===== src/mtts_pkg.sv =====
package mtts_pkg;

    localparam int COORD_WIDTH = 32;
    localparam int SPEED_W     = 24;
    localparam int ELAPSED_W   = 16;
    localparam int CMD_W       = 3;

    localparam logic [CMD_W-1:0] CMD_TICK    = 3'd0;
    localparam logic [CMD_W-1:0] CMD_SET_POS = 3'd1;
    localparam logic [CMD_W-1:0] CMD_SET_ROT = 3'd2;
    localparam logic [CMD_W-1:0] CMD_MOV_POS = 3'd3;
    localparam logic [CMD_W-1:0] CMD_MOV_ROT = 3'd4;
    localparam logic [CMD_W-1:0] CMD_STOP    = 3'd5;

    // Commands from the controller to the datapath.
    typedef struct packed {
        logic load;      // take the item's command and fields
        logic chan_rot;  // channel being advanced: 0 position, 1 rotation
        logic diff;      // form axis differences and square sum
        logic sqrt_go;   // start the root
        logic div_go;    // start the fraction divide
        logic mul_go;    // start the per-axis scaling
        logic apply;     // write the channel's new values
    } t_dp_cmd;

    // Status from the datapath back to the controller.
    typedef struct packed {
        logic is_tick;
        logic pos_active;
        logic rot_active;
        logic sqrt_done;
        logic div_done;
        logic mul_done;
        logic snap;      // step reaches the remaining distance
    } t_dp_sts;

endpackage


===== src/mtts_ctrl.sv =====
module mtts_ctrl (
    input  logic             i_clk,
    input  logic             i_rst_n,
    input  logic             i_in_fire,
    input  logic             i_out_fire,
    input  mtts_pkg::t_dp_sts i_sts,
    output mtts_pkg::t_dp_cmd o_cmd,
    output logic             o_busy,
    output logic             o_done
);

    typedef enum logic [3:0] {
        S_IDLE, S_LOAD, S_PICK, S_DIFF, S_SQRT, S_CHECK, S_DIV, S_MUL, S_APPLY, S_NEXT, S_OUT
    } t_state;

    t_state r_state;
    logic   r_chan;

    always_ff @(posedge i_clk) begin
        if (!i_rst_n) begin
            r_state <= S_IDLE;
            r_chan  <= 1'b0;
        end else begin
            case (r_state)
                S_IDLE:  if (i_in_fire) r_state <= S_LOAD;
                S_LOAD: begin
                    r_chan  <= 1'b0;
                    r_state <= i_sts.is_tick ? S_PICK : S_OUT;
                end
                S_PICK: begin
                    if (!r_chan && i_sts.pos_active) r_state <= S_DIFF;
                    else if (r_chan && i_sts.rot_active) r_state <= S_DIFF;
                    else r_state <= S_NEXT;
                end
                S_DIFF:  r_state <= S_SQRT;
                S_SQRT:  if (i_sts.sqrt_done) r_state <= S_CHECK;
                S_CHECK: r_state <= i_sts.snap ? S_APPLY : S_DIV;
                S_DIV:   if (i_sts.div_done) r_state <= S_MUL;
                S_MUL:   if (i_sts.mul_done) r_state <= S_APPLY;
                S_APPLY: r_state <= S_NEXT;
                S_NEXT: begin
                    if (r_chan) r_state <= S_OUT;
                    else begin
                        r_chan  <= 1'b1;
                        r_state <= S_PICK;
                    end
                end
                S_OUT:   if (i_out_fire) r_state <= S_IDLE;
                default: r_state <= S_IDLE;
            endcase
        end
    end

    always_comb begin
        o_cmd          = '0;
        o_cmd.chan_rot = r_chan;
        o_cmd.load     = (r_state == S_LOAD);
        o_cmd.diff     = (r_state == S_DIFF);
        o_cmd.sqrt_go  = (r_state == S_DIFF);
        o_cmd.div_go   = (r_state == S_CHECK) && !i_sts.snap;
        o_cmd.mul_go   = (r_state == S_DIV) && i_sts.div_done;
        o_cmd.apply    = (r_state == S_APPLY);
    end

    assign o_busy = (r_state != S_IDLE);
    assign o_done = (r_state == S_OUT);

    a_out_only_after_work: assert property (@(posedge i_clk) disable iff (!i_rst_n)
        o_done |-> o_busy) else $error("result shown while idle");
    a_load_follows_accept: assert property (@(posedge i_clk) disable iff (!i_rst_n)
        i_in_fire && !o_busy |=> o_cmd.load) else $error("accepted item not loaded");
    a_apply_single: assert property (@(posedge i_clk) disable iff (!i_rst_n)
        o_cmd.apply |=> !o_cmd.apply) else $error("channel applied twice");

endmodule


===== config.mk =====
export PLATFORM = sky130hd
export DESIGN_NAME = mtts_ctrl
export DESIGN_NICKNAME = d
export VERILOG_FILES = /design/src/mtts_pkg.sv /design/src/mtts_ctrl.sv
export SDC_FILE = /design/constraint.sdc
export NUM_CORES = 1
export LEC_CHECK = 0
export BUFFER_PORTS_ARGS = -buffer_cell sky130_fd_sc_hd__buf_4
export CAP_MARGIN = 20
export CORE_AREA = 2 2 39 41
export CTS_CLUSTER_SIZE = 20
export DETAILED_ROUTE_END_ITERATION = 6
export DIE_AREA = 0 0 41 43
export RECOVER_POWER = 50
export SLEW_MARGIN = 20
export SYNTH_ARGS = -nofsm -noshare
export SYNTH_HDL_FRONTEND = slang
export SYNTH_SLANG_ARGS = --single-unit

===== constraint.sdc =====
create_clock -name i_clk -period 2.7 [get_ports i_clk]
set_input_delay 0.27 -clock i_clk [delete_from_list [all_inputs] [get_ports i_clk]]
set_output_delay 0.27 -clock i_clk [all_outputs]
set_load 0.005 [all_outputs]

==> results.json, run 1 <==
{
  "ys_async_sr_fraction": 0,
  "critPathBufInv": 1,
  "cts.sinks": 5,
  "die_h_um": 43,
  "p_per_area_mw_per_mm2": 762,
  "yosysWarnings": 0,
  "core.rowCount": 14,
  "max_freq_ghz": 0.595,
  "r2r_start": "r_state[2]",
  "synthTopCellsByCount": "nor2_1 (7), nand2_1 (6), dfxtp_1 (5), nand2b_1 (5), o21ai_0 (4)",
  "clock-root-buffer": "clkbuf_4",
  "clkTransAtPathRegs_ns": 0.04,
  "critPathRequiredTime_ns": 2.43,
  "cp-end-kind": "output pin",
  "ys_top_cells_by_area": "dfxtp_1 (22%), nand2b_1 (6.8%), nor2_1 (5.7%)",
  "hold_class": "in -> reg",
  "crit_chain": "nand2b_1 -> nor3_1 -> buf_4",
  "cp_max_fo": 13,
  "finalSetupViolCount": 0,
  "drt_wl_total_um": 1130,
  "dpl.hpwl_um": 868,
  "ant_nets": 0,
  "numCtsBuffers": 3,
  "rrSetupSlack_ns": 1.03,
  "grt_overflow": 0,
  "ios": 20,
  "final-hold-violation-count": 0,
  "drc_errors": 0,
  "syn_to_final_growth_pct": 30.9,
  "antenna_found_initial": 0,
  "ys_ff_latch": 5,
  "syn_avg_cell_area_um2": 7.51,
  "first_iter_violations": 6,
  "max_stage_delay_ns": 0.56,
  "worst_clock_skew_ns": 0.00101,
  "viasPerCell": 5.14,
  "vdd_ir_drop_max_mv": 0.370,
  "grt_max_degree": 15,
  "synth_top_area_cell": "dfxtp_1",
  "postCtsResizedCells": 0,
  "synth_edf_count": 0,
  "die_area_mm2": 0.00176,
  "timing.final.crit_share": 0.622,
  "worst-path-stages": 3,
  "diodes": 0,
  "crit_end": "o_cmd[2]",
  "clock_latency_ns": 0.24,
  "postCtsSetupRepairBufs": 0,
  "layout-drive-gt1-share": 0.346,
  "grt_usage": 0.160,
  "path_delay_family": "flip-flops",
  "dieWidth_um": 41,
  "power.leakage_nw": 0.271,
  "ys_seq_area_frac": 0.219,
  "reg2reg_depth": 4,
  "worstSetupPathType": "reg -> out",
  "synth_area_um2": 458,
  "holdPathStages": 4,
  "htree_levels": 1,
  "design.core.area_mm2": 0.00138,
  "synth-main-ff-cell": "dfxtp_1",
  "design_power_total_mw": 0.457,
  "portBuffers": 19,
  "yosysTopAreaCellShare": 0.219,
  "grt_pass1_wl_um": 1860,
  "arrival_ns": 1.41,
  "cts_hold_buf": 0,
  "post-synth-top-count-cell": "nor2_1",
  "slowest_stage": "dfxtp_1",
  "gp_congestion": 0.784,
  "synth_cell_types": 30,
  "cp-start-kind": "flip-flop",
  "outcome": "complete, no violations",
  "wire_per_inst_um": 12.1,
  "start_util": 0.331,
  "rr_endpoint": "r_state[1]",
  "drt_pre_antenna_iters": 4,
  "placed_cell_area_um2": 581,
  "cts_buffer_depth": 2,
  "tightest_slew_ns": 0.415,
  "cts_tree": "yes",
  "fin_setup_tns_ns": 0,
  "crit_start": "r_state[0]",
  "finalMaxSlewViolations": 0,
  "synth_cells": 61,
  "grt_pass1_vias": 430,
  "slew_headroom": 0.723,
  "final_area_um2": 599,
  "fin_nets": 90,
  "rsz0062_at_grt": "no",
  "syn-num-nets": 72,
  "maxCapViolCount": 0,
  "layout_min_cycle_time_ns": 1.68,
  "vias": 483
}
## worst min-delay path, stage by stage
cell and delay (ns):
buf_4 0.08, inv_1 0.05, nand3_1 0.06, o21ai_1 0.06
## how the worst min path moves through the flow
stage                             to       start
after floorplan           r_state[1]     i_rst_n
after global placement        r_chan      r_chan
after global routing      r_state[1]     i_rst_n
after CTS                 r_state[2]     i_rst_n
after detailed placement      r_chan      r_chan
final                     r_state[3]  i_out_fire
## logic make-up after synthesis
group / after synthesis / share of synthesized area
buf+inv: 7 / 0.0956
mux: 3 / 0.0683
flops: 5 / 0.219
compound gates: 14 / 0.221
simple gates: 32 / 0.396
## per-stage QoR
step | hold slack [ns] | worst slack [ns] | util | instances
2_1_floorplan | 0.401 | 1.36 | - | 61
3_3_place_gp | 0.521 | 1.16 | 0.420 | 90
3_5_place_dp | 0.525 | 1.13 | 0.420 | 90
4_1_cts | 0.313 | 1.00 | 0.439 | 94
5_1_grt | 0.311 | 0.877 | 0.433 | 94
6_report | 0.315 | 1.02 | 0.433 | 94
## power by group
group	switching (mW)	internal (mW)
Sequential	0.0582	0.0937
Clock	0.0284	0.0557
Combinational	0.0964	0.124
Total	0.183	0.274
## cell type report
cell class	count	area, µm²
Fill cell	151	785
Inverter	1	3.75
Tap cell	16	20.0
Multi-Input combinational cell	49	307
Clock buffer	4	26.3
Sequential cell	5	100
Timing Repair Buffer	19	143
## per-layer routing
metal / vias up / wire (µm) / track usage
met5: - / 0 / 0
met3: 2 / 54 / 0.0314
met1: 215 / 530 / 0.210
met2: 14 / 533 / 0.219
li1: 252 / - / -
met4: 0 / 17 / 0.120
## registers in the layout, summed over array words and instances, names as in the netlist
register and flops:
r_state 4, r_chan 1
## cells in the final DEF (no fill, tap or decap), drive strengths merged
cell type  Yosys  layout
nor3           3       3
dfxtp          5       5
o32ai          1       1
clkbuf         1       7
o21ai          5       5
nand3          2       2
o211a          1       1
buf            5      16
and4bb         1       1
mux2           1       1
or4            1       1
nand2          6       6
a22o           1       1
nor2           8       8
nor4b          1       1
nand2b         5       5
mux2i          2       2
nor2b          1       1
o311a          1       1
inv            1       1
nand3b         2       2
a32oi          1       1
or2            2       2
a21boi         1       1
a21oi          3       3
Power figures use the tool's default switching activity.
==> inputs of run 2 (changes only) <==
--- a/config.mk
+++ b/config.mk
@@ -5,6 +5,7 @@
 export SDC_FILE = /design/constraint.sdc
 export NUM_CORES = 1
 export LEC_CHECK = 0
+export ABC_AREA = 1
 export BUFFER_PORTS_ARGS = -buffer_cell sky130_fd_sc_hd__buf_4
 export CAP_MARGIN = 20
 export CORE_AREA = 2 2 39 41
==> constraint.sdc (replaced) <==
create_clock -name i_clk -period 1.6 [get_ports i_clk]
set_input_delay 0.16 -clock i_clk [delete_from_list [all_inputs] [get_ports i_clk]]
set_output_delay 0.16 -clock i_clk [all_outputs]
set_load 0.005 [all_outputs]
==> results.json, run 2 <==
{
  "dpl.hpwl_um": 965,
  "die_area_mm2": 0.00176,
  "yosysTopAreaCellShare": 0.200,
  "grt_pass1_wl_um": 1850,
  "syn-num-nets": 98,
  "die_h_um": 43,
  "cts_buffer_depth": 2,
  "fill_cells": 160,
  "synth-main-ff-cell": "dfxtp_1",
  "clkTransAtPathRegs_ns": 0.05,
  "syn_avg_cell_area_um2": 5.77,
  "gp_congestion": 0.768,
  "cp-end-kind": "output pin",
  "layout_min_cycle_time_ns": 1.43,
  "synth_area_um2": 502,
  "outcome": "complete, no violations",
  "vias": 562,
  "worstSetupPathType": "reg -> out",
  "ys_seq_area_frac": 0.200,
  "htree_levels": 1,
  "postCtsSetupRepairBufs": 0,
  "yosysWarnings": 0,
  "ys_top_cells_by_area": "dfxtp_1 (20%), nand2_1 (13%), nor2_1 (12%)",
  "synth_top_area_cell": "dfxtp_1",
  "grt_usage": 0.153,
  "fin_nets": 119,
  "ys_ff_latch": 5,
  "final_cell_mix": "nand2_1 (18), nor2_1 (18), buf_4 (17)",
  "synth_cells": 87,
  "final-hold-violation-count": 0,
  "max_freq_ghz": 0.698,
  "syn_to_final_growth_pct": 30.4,
  "largest_register_ffs": 4,
  "grt_max_degree": 10,
  "numCtsBuffers": 3,
  "design_power_total_mw": 1.09,
  "vdd_ir_drop_max_mv": 0.926,
  "antenna_found_initial": 0,
  "top_regs": "r_state (4), r_chan (1)",
  "portBuffers": 19,
  "power.leakage_nw": 0.382,
  "drc_errors": 0,
  "top_register": "r_state",
  "ios": 20,
  "rrSetupSlack_ns": 0.28,
  "rsz0062_at_grt": "no",
  "cp_max_fo": 6,
  "first_iter_violations": 13,
  "diodes": 0,
  "design.core.area_mm2": 0.00138,
  "synthTopCellsByCount": "nand2_1 (18), nor2_1 (16), inv_1 (12)",
  "wire_per_inst_um": 9.72,
  "tightest_slew_ns": 0.285,
  "ant_nets": 0,
  "final_area_um2": 654,
  "slew_headroom": 0.810,
  "layout-drive-gt1-share": 0.290,
  "arrival_ns": 1.27,
  "cts.sinks": 5,
  "timing.final.crit_share": 0.895,
  "cp-start-kind": "flip-flop",
  "hold_class": "in -> reg",
  "finalSetupViolCount": 0,
  "synth_edf_count": 0,
  "grt_overflow": 0,
  "cts_hold_buf": 0,
  "drt_pre_antenna_iters": 4,
  "drt_wl_total_um": 1200,
  "maxCapViolCount": 0,
  "cts_tree": "yes",
  "post-synth-top-count-cell": "nand2_1",
  "synth_cell_types": 22,
  "start_util": 0.363,
  "fin_setup_tns_ns": 0,
  "viasPerCell": 4.57,
  "clock-root-buffer": "clkbuf_4",
  "grt_pass1_vias": 455,
  "p_per_area_mw_per_mm2": 1670,
  "clock_latency_ns": 0.25,
  "core.rowCount": 14,
  "finalMaxSlewViolations": 0,
  "worst_clock_skew_ns": 0.00312,
  "critPathRequiredTime_ns": 1.44,
  "placed_cell_area_um2": 638,
  "dieWidth_um": 41,
  "ys_async_sr_fraction": 0,
  "postCtsResizedCells": 0
}
-- run 2: power by group --
group / leakage (nW) / internal, mW / switching [mW]
Clock: 0.0150 / 0.0947 / 0.0583
Combinational: 0.326 / 0.285 / 0.369
Sequential: 0.0412 / 0.184 / 0.103
-- run 2: metrics by stage --
| step | worst slack, ns | utilization | hold slack [ns] | std cells |
|---|---|---|---|---|
| 5_1_grt | 0.0653 | 0.473 | 0.172 | 123 |
| 2_1_floorplan | 0.523 | - | 0.280 | 87 |
| 3_3_place_gp | 0.328 | 0.461 | 0.411 | 119 |
| 4_1_cts | 0.118 | 0.480 | 0.160 | 123 |
| 6_report | 0.168 | 0.473 | 0.168 | 123 |
| 3_5_place_dp | 0.327 | 0.461 | 0.415 | 119 |
-- run 2: kinds of logic after synthesis --
| kind of cell | Yosys count | share of synthesized area |
|---|---|---|
| and+or+nand+nor | 50 | 0.474 |
| buffers and inverters | 21 | 0.187 |
| AOI/OAI and AO/OA | 11 | 0.140 |
| DFF | 5 | 0.200 |
-- run 2: layout make-up --
class / count / area [µm²] / share of cell area
multi-input cells: 61 / 298 / 0.455
repair buffers: 19 / 143 / 0.218
flip-flops and latches: 5 / 100 / 0.153
inverters: 18 / 67.6 / 0.103
clock buffers: 4 / 26.3 / 0.0402
well taps: 16 / 20.0 / 0.0306
-- run 2: worst max-delay path: stages (launching register included) --
cell and delay [ns]:
dfxtp_1 0.43, inv_1 0.12, nand2_1 0.12, nor2_1 0.06
nand2_1 0.11, inv_1 0.05, buf_4 0.13
-- run 2: layer usage --
metal | global-route usage | routed length, µm | vias to the layer above
li1 | - | - | 312
met1 | 0.199 | 548 | 227
met2 | 0.216 | 551 | 21
met3 | 0.0524 | 78 | 2
met4 | 0.0800 | 17 | 0
met5 | 0 | 0 | -
-- run 2: final timing paths --
| check | end | cells past startpoint | startpoint |
|---|---|---|---|
| worst min-delay path | r_state[3] | 3 | i_rst_n |
| worst max register to register | r_state[2] | 6 | r_state[0] |
| worst min register to register | r_chan | 1 | r_chan |
| worst max-delay path | o_cmd[2] | 6 | r_state[1] |
